--- src/hw/rtl/assert_macros.svh ---
// ----------------------------------------------------------------------------
// Assertion macros
// Shared wrappers for clocked concurrent assertions with synchronous reset.
// ----------------------------------------------------------------------------
`ifndef ASSERT_MACROS_SVH
`define ASSERT_MACROS_SVH

// property checked at every rising edge outside reset
`define DBZ_ASSERT(name, clk, rst_n, prop) \
    name: assert property (@(posedge clk) disable iff (!rst_n) (prop)) \
        else $error("%m: check failed");

// consequent must hold in the cycle after the antecedent
`define DBZ_ASSERT_NEXT(name, clk, rst_n, ante, cons) \
    name: assert property (@(posedge clk) disable iff (!rst_n) (ante) |=> (cons)) \
        else $error("%m: check failed");

`endif

--- src/hw/rtl/dbz_pkg.sv ---
// ----------------------------------------------------------------------------
// De Boor to Bezier package
// Coordinate format, job record passed from front to back, result codes.
// ----------------------------------------------------------------------------
package dbz_pkg;

    // signed fixed point; all operations are scale free, fraction width is moot
    localparam int COORD_BITS  = 32;
    localparam int QUEUE_DEPTH = 4;

    typedef logic signed [COORD_BITS-1:0] t_coord;
    // index 0 = x, 1 = y, 2 = z
    typedef logic [2:0][COORD_BITS-1:0] t_point;

    // what a queued job produces
    typedef enum logic [1:0] {
        KIND_SHORT = 2'd0,  // curve too short: one flagged zero point
        KIND_END   = 2'd1,  // final junction only
        KIND_FIRST = 2'd2,  // first segment: previous g is the d0/d1 mean
        KIND_SEG   = 2'd3   // regular segment
    } t_kind;

    localparam logic [1:0] ROLE_JUNCTION = 2'd0;
    localparam logic [1:0] ROLE_INNER_F  = 2'd1;
    localparam logic [1:0] ROLE_INNER_G  = 2'd2;

    typedef struct packed {
        t_kind  kind;
        t_point older;
        t_point newer;
        t_point pt;
    } t_job;

endpackage

--- src/hw/rtl/dbz_queue.sv ---
// ----------------------------------------------------------------------------
// De Boor to Bezier job queue
// Small first-in first-out store between the front end and the arithmetic.
// ----------------------------------------------------------------------------
module dbz_queue (
    input  logic          i_clk,
    input  logic          i_rst_n,
    input  logic          i_push,
    input  dbz_pkg::t_job i_job,
    output logic          o_full,
    output logic          o_valid,
    output dbz_pkg::t_job o_job,
    input  logic          i_pop
);
    import dbz_pkg::*;

    localparam int PTR_W = $clog2(QUEUE_DEPTH);

    t_job             r_mem [QUEUE_DEPTH];
    logic [PTR_W-1:0] r_wr, r_rd;
    logic [PTR_W:0]   r_count;
    logic             w_push, w_pop;

    assign o_full  = (r_count == (PTR_W+1)'(QUEUE_DEPTH));
    assign o_valid = (r_count != '0);
    assign o_job   = r_mem[r_rd];
    assign w_push  = i_push && !o_full;
    assign w_pop   = i_pop && o_valid;

    always_ff @(posedge i_clk) begin
        if (!i_rst_n) begin
            r_wr    <= '0;
            r_rd    <= '0;
            r_count <= '0;
        end else begin
            if (w_push) begin
                r_wr <= r_wr + PTR_W'(1);
            end
            if (w_pop) begin
                r_rd <= r_rd + PTR_W'(1);
            end
            r_count <= r_count + (PTR_W+1)'(w_push) - (PTR_W+1)'(w_pop);
        end
    end

    always_ff @(posedge i_clk) begin
        if (w_push) begin
            r_mem[r_wr] <= i_job;
        end
    end

endmodule

--- config.mk ---
export PLATFORM = sky130hd
export DESIGN_NAME = dbz_queue
export DESIGN_NICKNAME = d
export VERILOG_FILES = /design/src/hw/rtl/assert_macros.svh /design/src/hw/rtl/dbz_pkg.sv /design/src/hw/rtl/dbz_queue.sv
export SDC_FILE = /design/constraint.sdc
export NUM_CORES = 1
export LEC_CHECK = 0
export BUFFER_PORTS_ARGS = -buffer_cell sky130_fd_sc_hd__buf_2
export CAP_MARGIN = 30
export CELL_PAD_IN_SITES_DETAIL_PLACEMENT = 1
export CELL_PAD_IN_SITES_GLOBAL_PLACEMENT = 2
export CORE_MARGIN = 4
export CORE_UTILIZATION = 49
export DETAILED_ROUTE_END_ITERATION = 10
export GPL_ROUTABILITY_DRIVEN = 0
export GPL_TIMING_DRIVEN = 0
export PLACE_DENSITY_LB_ADDON = 0.1
export SETUP_SLACK_MARGIN = 0.02
export SYNTH_ARGS = -nofsm -noshare
export SYNTH_HDL_FRONTEND = slang
export SYNTH_SLANG_ARGS = --single-unit
--- constraint.sdc ---
create_clock -name i_clk -period 15.77 [get_ports i_clk]
set_input_delay 1.577 -clock i_clk [delete_from_list [all_inputs] [get_ports i_clk]]
set_output_delay 1.577 -clock i_clk [all_outputs]
set_load 0.03 [all_outputs]
# Word level (Yosys, flattened, before mapping)
# Memory sizes are Yosys's and may differ from the RTL's. A register that Yosys moved wholly into a read port is not among the register bits.
# Index checks and enable logic that the tools add are counted.
# classes
n_addsub	4
n_eq_ne	1
n_mux	4
reduce_logical	4
# ops
op	n
2-bit by 1-bit adder with 2-bit output, second input constant	2
2-bit two-way mux	2
3-bit by 1-bit adder with 3-bit output	1
3-bit == test, second input constant	1
3-bit nonzero test	1
3-bit by 1-bit subtractor with 3-bit output	1
1-bit logical AND	2
1-bit two-way mux	2
1-bit logical NOT	1
# totals
regBits	7
mem_bits_rw	1160
in_bits	294
output_inout_bits	292
word_cells	17
memories	1
# mem_list
memory	depth	word_bits	rd	rd_ports_with_merged_regs	wr	line	text
r_mem	4	290	1	1	1	dbz_queue.sv:19	t_job r_mem [QUEUE_DEPTH];

# Depth between registers and ports, before layout
# logic_depth
ltp_word	5
depth_mapped	12
depth_no_buf	11

# Least setup slack after synthesis
# OpenSTA, ideal clock, no wires.
# synth_timing
path_type	input port to flip-flop
startpoint	in i_push
endpoint	mem r_mem[0][0] (netlist bit), enable pin
setup_ns	0.688
arrival_time_ns	8.535
t_required_ns	15.082
setup_slack_ns	6.547
stages	3
n_path_buf	1
cell_sequence	nor2b_1 -> clkbuf_1 -> and2_1
# synth_between
elab_chain_cells	3
# synth_lines
element	line	text
start: declaration	dbz_queue.sv:8	input logic i_push,
1-bit logical AND	dbz_queue.sv:27	assign w_push = i_push && !o_full;
1-bit two-way mux	dbz_queue.sv:47	if (w_push) begin
1-bit two-way mux (implied by the code)	dbz_queue.sv:48	r_mem[r_wr] <= i_job;
end: declaration	dbz_queue.sv:19	
# No other way between the ends.

==> results.ini <==
[logic_synthesis]
synthCells = 1562
synth.avg_cell_area_um2 = 27.0
synth_top_family_by_area = multiplexers
yosysMostFrequentCell = edfxtp_1
synth_edf_count = 1160
synth_top_cell_area_share = 0.825
yosysSeqAreaShare = 0.830
synth_xor_area_frac = 0.000830
synthTopCellsByCount = 1160 x edfxtp_1, 290 x mux4_2, 34 x buf_2, 17 x buf_1, 11 x buf_6
synth_seq_cells = 1169
synth_compound_area_frac = 0.000415
ys_warn_count = 0
synth_area_um2 = 42200
synth_cell_types = 19
synth_area_leader_cell = edfxtp_1
synthTopCellsByArea = edfxtp_1 83%, mux4_2 15%, dfxtp_1 0.43%
synth-simple-area-share = 0.00231
synth_ff_type = edfxtp_1
async_reset_ff_frac = 0
synth_nets = 1863
synthAdderAreaFrac = 0.00225
yosys-mux-area-fraction = 0.155

[die]
start_util = 0.495
design.core.area_um2 = 85300
die_h_um = 301
die_x_um = 301
ioPinCount = 586
die-area_um2 = 90900
rows = 107

[sta]
worst_slew_pin_slew_ns = 0.868
rsz0062_at_grt = no
finClkSkew_ns = 0.0163
relSlewSlack = 0.422
fin_crit_ns = 4.40
fin_tns_setup_ns = 0
finalSetupViolations = 0
fin_crit_sh = 0.279
hold_viol_final = 0
slew_violations = 0
fmax_mhz = 227

[clock_network]
numCtsBuffers = 117
postCtsHoldBufs = 0
ctsResizeCount = 0
htreeDepth = 3
clk_latency_ns = 0.68
clkSinkCount = 1169
cts_tree = done
ctsRootBufferMaster = clkbuf_16
post_cts_buffers = 0
clockBufferDepth = 3
cts.clk_slew.worst_paths_ns = 0.06

[grt]
grt_max_degree = 57
globalRouteOverflowTotal = 0
track_usage = 0.212
antenna_found_initial = 49
grt_pass1_vias = 20979
grt_pass1_wl_mm = 139

[finish]
finalInstanceArea_um2 = 50800
nets = 2587
areaGrowthSynthToFinish_pct = 20.3
drive_above_1_share = 0.463

[power]
ir_drop_mv = 0.121
cellPowerDensity_nw_per_um2 = 173
p_leak_nw = 16.9

[flow_run]
drv_cap = 0

[route]
drtAntennaViolNets = 0
drt-total-wl_mm = 96.2
wl_per_cell_um = 27.2
viasPerCell = 5.45
dr_total_vias = 19321
dr.pass1.iters = 5
drc = 0
drtIter0Drc = 1359

[place]
port-buffer-count = 584
place_area_um2 = 47100
hpwl_mm = 64.1

[hold_path]
hold_path.class = reg2reg

[worst_setup_path]
start_kind = flop
crit_path_max_fanout = 10
worstSetupPathType = reg2out
worstPathArrival_ns = 2.82
critPathRequiredTime_ns = 14.19
endpoint_kind = output pin

[run_status]
status = finished, final reports clean

-- layout by cell type, fill, tap and decap left out, drive strengths merged --
| master | instances |
|---|---|
| clkinvlp | 1 |
| buf | 667 |
| inv | 7 |
| ha | 6 |
| edfxtp | 1160 |
| nor2b | 4 |
| and2 | 7 |
| o311ai | 1 |
| o31a | 1 |
| dfxtp | 9 |
| nand2 | 4 |
| nor3b | 1 |
| xnor2 | 4 |
| clkinv | 57 |
| or3 | 1 |
| diode | 22 |
| clkbuf | 150 |
| fa | 1 |
| mux4 | 290 |
| mux2i | 2 |
| bufinv | 6 |
-- path summary, 6_finish.rpt --
| check | startpoint | end | slack, ns | depth (start not counted) |
|---|---|---|---|---|
| setup reg to reg | r_count[1]$_SDFF_PN0_ | r_mem[2][246]$_DFFE_PP_ | 12.90 | 6 |
| setup / recovery | flop | o_job[222] | 11.37 | 5 |
| hold reg to reg | r_wr[1]$_SDFFE_PN0P_ | r_wr[1]$_SDFFE_PN0P_ | 0.50 | 2 |
| hold / removal | r_wr[1]$_SDFFE_PN0P_ | r_wr[1]$_SDFFE_PN0P_ | 0.50 | 2 |
-- logic make-up (layout without fill, tap and decap cells) --
kind of cell	after synthesis	in the layout
mux	292	292
compound gates	2	2
xor+xnor	4	4
simple gates	17	17
flops	1169	1169
other cells	0	22
fa+ha+maj	7	7
buf+inv	71	888
-- state kept, by name, summed over array words and instances (netlist names), named ones only --
signal / cells
r_wr: 2
r_rd: 2
r_mem: 1160
r_count: 3
-- per-stage QoR --
stage	setup WS (ns)	hold WS (ns)	utilization	instances	total power, mW
2_1_floorplan	6.55	0.468	-	1562	5.59
3_3_place_gp	0.609	0.480	0.546	3290	6.43
3_5_place_dp	11.72	0.494	0.553	3311	6.32
4_1_cts	11.24	0.501	0.595	3523	8.92
5_1_grt	11.20	0.559	0.595	3528	9.15
6_report	11.37	0.500	0.595	3545	8.78
-- routing by layer --
metal  vias to the layer above  GRT usage  part of all wire
met5                         -          0            0.0025
met2                       639      0.361              0.52
met1                     10170      0.252              0.36
li1                       8321          -                 -
met3                       155     0.0847              0.10
met4                        36     0.0582             0.022
-- worst max-delay path, cell delays in order (launching register included) --
cell     delay, ns
dfxtp_1       0.32
buf_2         0.43
buf_2         0.46
buf_2         0.37
mux4_2        0.35
buf_2         0.21
-- where the power goes --
group	internal (mW)	switching, mW
Combinational	0.839	1.54
Sequential	3.76	0.0662
Clock	1.47	1.10
-- final cells by class --
cell class	count	area [um^2]
Sequential cell	1169	35000
Fill cell	7145	34500
Multi-Input combinational cell	322	6810
Timing Repair Buffer	605	3500
Clock buffer	146	3080
Tap cell	1144	1430
Clock inverter	66	479
Buffer	66	373
Antenna cell	22	55.1
Inverter	5	18.8
No activity file was read; power rests on OpenSTA's default activity.
