File: src/hw/rtl/assert_macros.svh
// ----------------------------------------------------------------------------
// Assertion macros
// Shared wrappers for clocked concurrent assertions with synchronous reset.
// ----------------------------------------------------------------------------
`ifndef ASSERT_MACROS_SVH
`define ASSERT_MACROS_SVH

// property checked at every rising edge outside reset
`define DBZ_ASSERT(name, clk, rst_n, prop) \
    name: assert property (@(posedge clk) disable iff (!rst_n) (prop)) \
        else $error("%m: check failed");

// consequent must hold in the cycle after the antecedent
`define DBZ_ASSERT_NEXT(name, clk, rst_n, ante, cons) \
    name: assert property (@(posedge clk) disable iff (!rst_n) (ante) |=> (cons)) \
        else $error("%m: check failed");

`endif

File: src/hw/rtl/dbz_pkg.sv
// ----------------------------------------------------------------------------
// De Boor to Bezier package
// Coordinate format, job record passed from front to back, result codes.
// ----------------------------------------------------------------------------
package dbz_pkg;

    // signed fixed point; all operations are scale free, fraction width is moot
    localparam int COORD_BITS  = 32;
    localparam int QUEUE_DEPTH = 4;

    typedef logic signed [COORD_BITS-1:0] t_coord;
    // index 0 = x, 1 = y, 2 = z
    typedef logic [2:0][COORD_BITS-1:0] t_point;

    // what a queued job produces
    typedef enum logic [1:0] {
        KIND_SHORT = 2'd0,  // curve too short: one flagged zero point
        KIND_END   = 2'd1,  // final junction only
        KIND_FIRST = 2'd2,  // first segment: previous g is the d0/d1 mean
        KIND_SEG   = 2'd3   // regular segment
    } t_kind;

    localparam logic [1:0] ROLE_JUNCTION = 2'd0;
    localparam logic [1:0] ROLE_INNER_F  = 2'd1;
    localparam logic [1:0] ROLE_INNER_G  = 2'd2;

    typedef struct packed {
        t_kind  kind;
        t_point older;
        t_point newer;
        t_point pt;
    } t_job;

endpackage

File: src/hw/rtl/dbz_in_if.sv
// ----------------------------------------------------------------------------
// De Boor point channel
// Valid/ready channel carrying one control point and its end-of-curve flag.
// ----------------------------------------------------------------------------
interface dbz_in_if;
    import dbz_pkg::*;

    logic   valid;
    logic   ready;
    t_coord px;
    t_coord py;
    t_coord pz;
    logic   final_point;

    modport source (output valid, px, py, pz, final_point, input ready);
    modport sink   (input valid, px, py, pz, final_point, output ready);
endinterface

File: src/hw/rtl/dbz_front.sv
// ----------------------------------------------------------------------------
// De Boor to Bezier front end
// Takes control points, tracks the point count of the curve and the two
// previous points, and queues one job for every point that yields output.
// ----------------------------------------------------------------------------
module dbz_front (
    input  logic          i_clk,
    input  logic          i_rst_n,
    dbz_in_if.sink        i_in,
    input  logic          i_full,
    output logic          o_push,
    output dbz_pkg::t_job o_job
);
    import dbz_pkg::*;

    localparam logic [1:0] SEEN_NONE = 2'd0;
    localparam logic [1:0] SEEN_ONE  = 2'd1;
    localparam logic [1:0] SEEN_TWO  = 2'd2;
    localparam logic [1:0] SEEN_MANY = 2'd3;

    logic [1:0] r_seen, n_seen;
    t_point     r_older, r_newer;
    t_point     w_pt;
    t_kind      w_kind;
    logic       w_emit;
    logic       w_take;

    assign i_in.ready = !i_full;
    assign w_take     = i_in.valid && i_in.ready;
    assign w_pt       = {i_in.pz, i_in.py, i_in.px};

    always_comb begin
        w_kind = KIND_SEG;
        w_emit = 1'b0;
        n_seen = r_seen;
        if (i_in.final_point) begin
            w_kind = (r_seen == SEEN_MANY) ? KIND_END : KIND_SHORT;
            w_emit = 1'b1;
            n_seen = SEEN_NONE;
        end else begin
            case (r_seen)
                SEEN_NONE: n_seen = SEEN_ONE;
                SEEN_ONE:  n_seen = SEEN_TWO;
                SEEN_TWO: begin
                    w_kind = KIND_FIRST;
                    w_emit = 1'b1;
                    n_seen = SEEN_MANY;
                end
                default: begin
                    w_kind = KIND_SEG;
                    w_emit = 1'b1;
                    n_seen = SEEN_MANY;
                end
            endcase
        end
    end

    assign o_push = w_take && w_emit;
    assign o_job  = '{kind: w_kind, older: r_older, newer: r_newer, pt: w_pt};

    always_ff @(posedge i_clk) begin
        if (!i_rst_n) begin
            r_seen <= SEEN_NONE;
        end else if (w_take) begin
            r_seen <= n_seen;
        end
    end

    // shift the point history on every item
    always_ff @(posedge i_clk) begin
        if (w_take) begin
            r_older <= r_newer;
            r_newer <= w_pt;
        end
    end

endmodule

File: src/flat_wrapper.sv
// flat-port wrapper written by rule: the top's interface ports become plain ports
module dbz_front_flat import dbz_pkg::*;
  (i_clk, i_rst_n, i_full, o_push, o_job, i_in_valid, i_in_px, i_in_py, i_in_pz, i_in_final_point, i_in_ready);
  dbz_in_if i_in_i ();
  input  logic i_clk;
  input  logic i_rst_n;
  input  logic i_full;
  output logic o_push;
  output dbz_pkg::t_job o_job;
  input wire logic [$bits(i_in_i.valid)-1:0] i_in_valid;
  input wire logic [$bits(i_in_i.px)-1:0] i_in_px;
  input wire logic [$bits(i_in_i.py)-1:0] i_in_py;
  input wire logic [$bits(i_in_i.pz)-1:0] i_in_pz;
  input wire logic [$bits(i_in_i.final_point)-1:0] i_in_final_point;
  output wire logic [$bits(i_in_i.ready)-1:0] i_in_ready;
  assign i_in_i.valid = i_in_valid;
  assign i_in_i.px = i_in_px;
  assign i_in_i.py = i_in_py;
  assign i_in_i.pz = i_in_pz;
  assign i_in_i.final_point = i_in_final_point;
  assign i_in_ready = i_in_i.ready;
  dbz_front u_core (.i_clk(i_clk), .i_rst_n(i_rst_n), .i_in(i_in_i), .i_full(i_full), .o_push(o_push), .o_job(o_job));
endmodule
File: config.mk
export PLATFORM = sky130hd
export DESIGN_NAME = dbz_front_flat
export DESIGN_NICKNAME = d
export VERILOG_FILES = /design/src/hw/rtl/assert_macros.svh /design/src/hw/rtl/dbz_pkg.sv /design/src/hw/rtl/dbz_in_if.sv /design/src/hw/rtl/dbz_front.sv /design/src/flat_wrapper.sv
export SDC_FILE = /design/constraint.sdc
export NUM_CORES = 1
export LEC_CHECK = 0
export ABC_CLOCK_PERIOD_IN_PS = 5560
export BUFFER_PORTS_ARGS = -buffer_cell sky130_fd_sc_hd__buf_2
export CORE_AREA = 2 2 152 154
export DETAILED_ROUTE_END_ITERATION = 12
export DIE_AREA = 0 0 154 156
export GPL_TIMING_DRIVEN = 0
export HOLD_SLACK_MARGIN = 0.05
export SLEW_MARGIN = 10
export SYNTH_ARGS = -nofsm -noshare
export SYNTH_HDL_FRONTEND = slang
export SYNTH_SLANG_ARGS = --single-unit
export TNS_END_PERCENT = 50
File: constraint.sdc
create_clock -name i_clk -period 5.56 [get_ports i_clk]
set_input_delay 0.556 -clock i_clk [delete_from_list [all_inputs] [get_ports i_clk]]
set_output_delay 0.556 -clock i_clk [all_outputs]
set_load 0.02 [all_outputs]
=== Word level (Yosys, flattened, before mapping) ===
Index checks and enable logic that the tools add are counted.

* Output and inout bits: 292
* Flip-flop bits (word level): 194
* Input bits: 101
* Logic and storage cells: 22

* Equal/unequal tests: 3
* Muxes and demuxes: 7
* Reduce and logical (&&, ||, !) cells: 5

{| class="wikitable"
|+ Operators with widths
! cell !! number
|-
| == test 2 bit, second input constant || 2
|-
| two-way mux 1 bit || 4
|-
| two-way mux 2 bit || 2
|-
| case mux 2 bit (2 select lines) || 1
|-
| == test 2 x 1 -> 1 bit, second input constant || 1
|-
| logical AND 1 bit || 2
|-
| logical NOT 2 bit || 1
|-
| OR reduction 2 bit || 1
|-
| logical NOT 1 bit || 1
|}

=== Logic depth before layout (Yosys ltp) ===
* Depth after elaboration: 5
* Mapped depth: 2
* Depth with buffers taken out: 2

=== Worst setup path after synthesis ===
No wires, ideal clock.

* Path kind: in2out
* Start point: input i_in_valid
* End point: output o_push
* Stages: 2
* Arrival: 4,011 ps
* Data required time: 5,004 ps
* Path slack: 993 ps
* Buffers on the path: 0
* Path through: nor2b_4 -> a21boi_1

* Word-level cells in the longest chain between the ends: 2

{| class="wikitable"
|+ Ends and longest elaborated chain
! item !! line !! source
|-
| start: declaration || flat_wrapper.sv:10 || <nowiki>input wire logic [$bits(i_in_i.valid)-1:0] i_in_valid;</nowiki>
|-
| logical AND 1 bit || dbz_front.sv:29 || <nowiki>assign w_take = i_in.valid && i_in.ready;</nowiki>
|-
| logical AND 1 bit || dbz_front.sv:58 || <nowiki>assign o_push = w_take && w_emit;</nowiki>
|-
| end: declaration || flat_wrapper.sv:8 || <nowiki>output logic o_push;</nowiki>
|}

No other way between the ends.

=== Worst setup path after layout ===
* Start point: input i_full
* End point: output o_push

* Word-level cells in the longest chain between the ends: 3

{| class="wikitable"
|+ Ends and longest elaborated chain
! item !! line !! source
|-
| start: declaration || flat_wrapper.sv:7 || <nowiki>input logic i_full;</nowiki>
|-
| logical NOT 1 bit || dbz_front.sv:28 || <nowiki>assign i_in.ready = !i_full;</nowiki>
|-
| logical AND 1 bit || dbz_front.sv:29 ||
|-
| net u_core.w_take || dbz_front.sv:26 || <nowiki>logic w_take;</nowiki>
|-
| logical AND 1 bit || dbz_front.sv:58 ||
|}

The timed path passes the listed nets, and every way through them passes these cells.

==> run summary <==
Most frequent standard cell in the layout excluding fill and tap cells: buf_2. Synthesis instantiated 13 different standard cells from the library. For this run, the register share of the synthesized area comes to 87.56%. The logs give 4 for the number of H-tree levels and 0 ns for the summed negative setup slack over all endpoints.

Among all stages on the critical path, the largest delay is contributed by nor2b_4. The area share of the leading cell type in the synthesized netlist was 86.96%; the worst-case clock skew was 0.01186 ns. The die covers 24020 sq um. From synthesis to final layout, the design area changed by 46.03%. The worst setup path is captured at an output pin. The number of DRC violations after detailed routing was 0. The logs give 987 for the number of placed instances, taps included and 0 for the count of inserted antenna diode cells. For this block, the routed nets add up to 15.42 mm of wire. The number of resized instances in the post-cts repair step came out at 0.

The run finished with clean final reports. For this run the aggregate overflow at the end of global routing stands at 0. The post-layout minimum cycle time is 2.201 ns.

Yosys attributes the largest share of cell area to edfxtp_1 (87%), buf_4 (11%), dfxtp_1 (0.60%), o32ai_2 (0.25%), a221oi_2 (0.23%). Total count of hold-check failures in the final report: 0. In this design, the largest share of critical-path delay is due to simple AND/OR/NAND/NOR gates. A synthesized cell averages 21.88 sq um. In this run the core area contains 55 standard-cell rows. The synthesized design contains 194 register bits. The floorplan step set the die width to 154 um.

The tools report the launch point of the worst hold path as i_in_py[27]. The cell sitting at the root of the clock tree is a clkbuf_16. For the number of pins with negative max-slew slack in the final report, the log shows 0.

For this configuration, the core starts out at a cell density of 29.64%. The power density over cell area works out to 338.1 nW/um^2. For the top-level port count, the log shows 393. The post-route fraction of the period consumed by the critical path was 39.58%. The tools report the number of buffers between clock root and the deepest sink as 2. The internal power is 2.440 mW, and the worst relative slew slack is 57.04%.

The buffer count from post-CTS setup fixing was 0. Data arrives at the worst endpoint at 1.64 ns. The region available for standard cell placement spans 22370 sq um.

Routability-driven placement finished with a final weighted congestion of 0.7675. The violation count after the first detailed-routing iteration was 170. Setup violations remaining at the end of the flow were counted as 0.

The clock network fraction of total power was 35.6%; the clock-pin slew on the worst setup and hold paths was 0.08 ns. For this run, the detailed router's first-pass iteration total came to 4. The core utilization of the finished layout was 43.29%; the fraction of power spent switching nets was 25.46%. Number of vias per cell after detailed routing: 3.886. The signal on the critical path passes through buf_2 > nor2b_4 > a21boi_1 > buf_2. The number of buffers and inverters on the critical path is 2. The tools report the number of hold-repair buffers added at the cts stage as 0. The first global-routing pass estimated 22.14 mm of wire. The clock buffer count from CTS came out at 17.

Library cell with the largest summed area after synthesis: edfxtp_1. The logs give 0.8337 mW for the reported net switching power and 1019 for the final cell count without fillers. Derived from the worst setup path, the maximum achievable clock frequency is 454.4 MHz. The share of final-layout standard cells stronger than drive strength 1 works out to 72.21%. The logs give 303 for the synthesized instance count and 3885 for the via count of the first global-routing pass.

The logs give 194 for the number of clock sinks and 12.42% for the global router's overall resource usage. At the pin with the least slew margin, the transition time is 0.6430 ns. The count of buffers added on input and output ports is 392.

In this run, the combinational gates consume 11.8% of the power. The initial antenna violation count came out at 1. Entering global routing, the biggest net connects 31 pins. The maximum cell stage delay along the critical path came out at 0.53 ns.

The tightest min-delay check is of the in -> reg type. For this block, the via count after detailed routing is 3960. The final total power is 3.274 mW. TritonCTS built the clock tree. In this run the remaining antenna-violating nets after routing total 0. Setup repair after global routing left no endpoint under its margin.

In this run the worst path has a maximum fanout of 19. The net count of the finished layout is 822, and the worst vdd rail ir drop is 0.0001736 V. Per report_power, the sequential group accounts for 52.6% of the total. Data on the critical path is required at its endpoint by 5.00 ns. The vertical die dimension is 156 um, and the average detailed-routed wire length per instance is 15.14 um. For the synthesized cell area, the log shows 6630 sq um. The number of nets in the synthesized netlist is 404. Across the run, the number of max-cap violations was 0.

In this run the critical register-to-register path is launched from u_core.r_seen[0]. Startpoint-to-endpoint class of the critical path: in -> out. Leaving out fill and tap cells, the most frequent cells in the layout are buf_2 (392), edfxtp_1 (192), buf_4 (96). The tools report the sort of element at the start of the critical path as an input pin. Clock latency on the worst-skew pair, taken at its later pin, is 0.42 ns. The beginning of the critical path is i_full. The most numerous cell type found on the critical path is buf_2. The HPWL after detailed placement came out at 12.10 mm. Yosys printed 0 warnings. The run gives 4.215 nW as the leakage power.
## path summary, 6_finish.rpt
check / slack, ns / endpoint / depth (start not counted)
max: 3.36 / o_push / 4
min: 0.32 / u_core.o_job[155] / 1
max reg2reg: 4.77 / u_core.r_seen[0] / 2
min reg2reg: 0.44 / u_core.o_job[196] / 0
## flip-flops by register name (all words and copies together) (netlist names)
register,cells
u_core.o_job,192
u_core.r_seen,2
## synthesized netlist by cell type
cell and count:
a21boi_1 1, a221oi_2 1, buf_4 96, dfxtp_1 2, edfxtp_1 192, inv_1 3, inv_2 1, mux2_2 1
nand2_1 1, nand3b_1 2, nor2b_1 1, nor2b_4 1, o32ai_2 1
## layout make-up
class | count | area [sq um]
Multi-Input combinational cell | 9 | 88.84
Clock inverter | 14 | 141.4
Tap cell | 285 | 356.6
Fill cell | 2026 | 12680
Sequential cell | 194 | 5806
Inverter | 4 | 15.01
Clock buffer | 18 | 429.2
Buffer | 96 | 720.7
Timing Repair Buffer | 399 | 2125
## power by group through the flow
stage	logic, mW	registers, mW	clock network (mW)
5_1_grt	0.409	1.73	1.27
2_1_floorplan	0.126	1.85	0
3_5_place_dp	0.392	1.76	0
4_1_cts	0.392	1.72	1.22
6_report	0.387	1.72	1.17
3_3_place_gp	0.377	1.76	0
## routing by layer
metal  up-vias  track usage (%)  routed length, um
met5         -                0                 14
met2       212            21.72               8115
met1      1863            14.02               5881
met3        16            4.306               1164
li1       1867                -                  -
met4         2            4.806                248
## per-stage QoR
step	instance area (sq um)	setup WS [ns]	hold WS, ns
floorplan	6630	0.9931	0.4832
global placement	8949	-0.1728	0.4237
detailed placement	9111	3.105	0.4257
CTS	9682	3.345	0.2910
global route	9682	3.273	0.2862
finish	9682	3.359	0.3221
## cells by family (layout without fill, tap and decap cells)
logic type,count (synthesis),after routing,synth area share (%)
DFF,194,194,87.56
buffers and inverters,100,531,11.10
and+or+nand+nor,5,5,0.5849
AOI/OAI and AO/OA,3,3,0.5851
muxes,1,1,0.1698
Note: power is estimated with default switching activity, not from simulation.
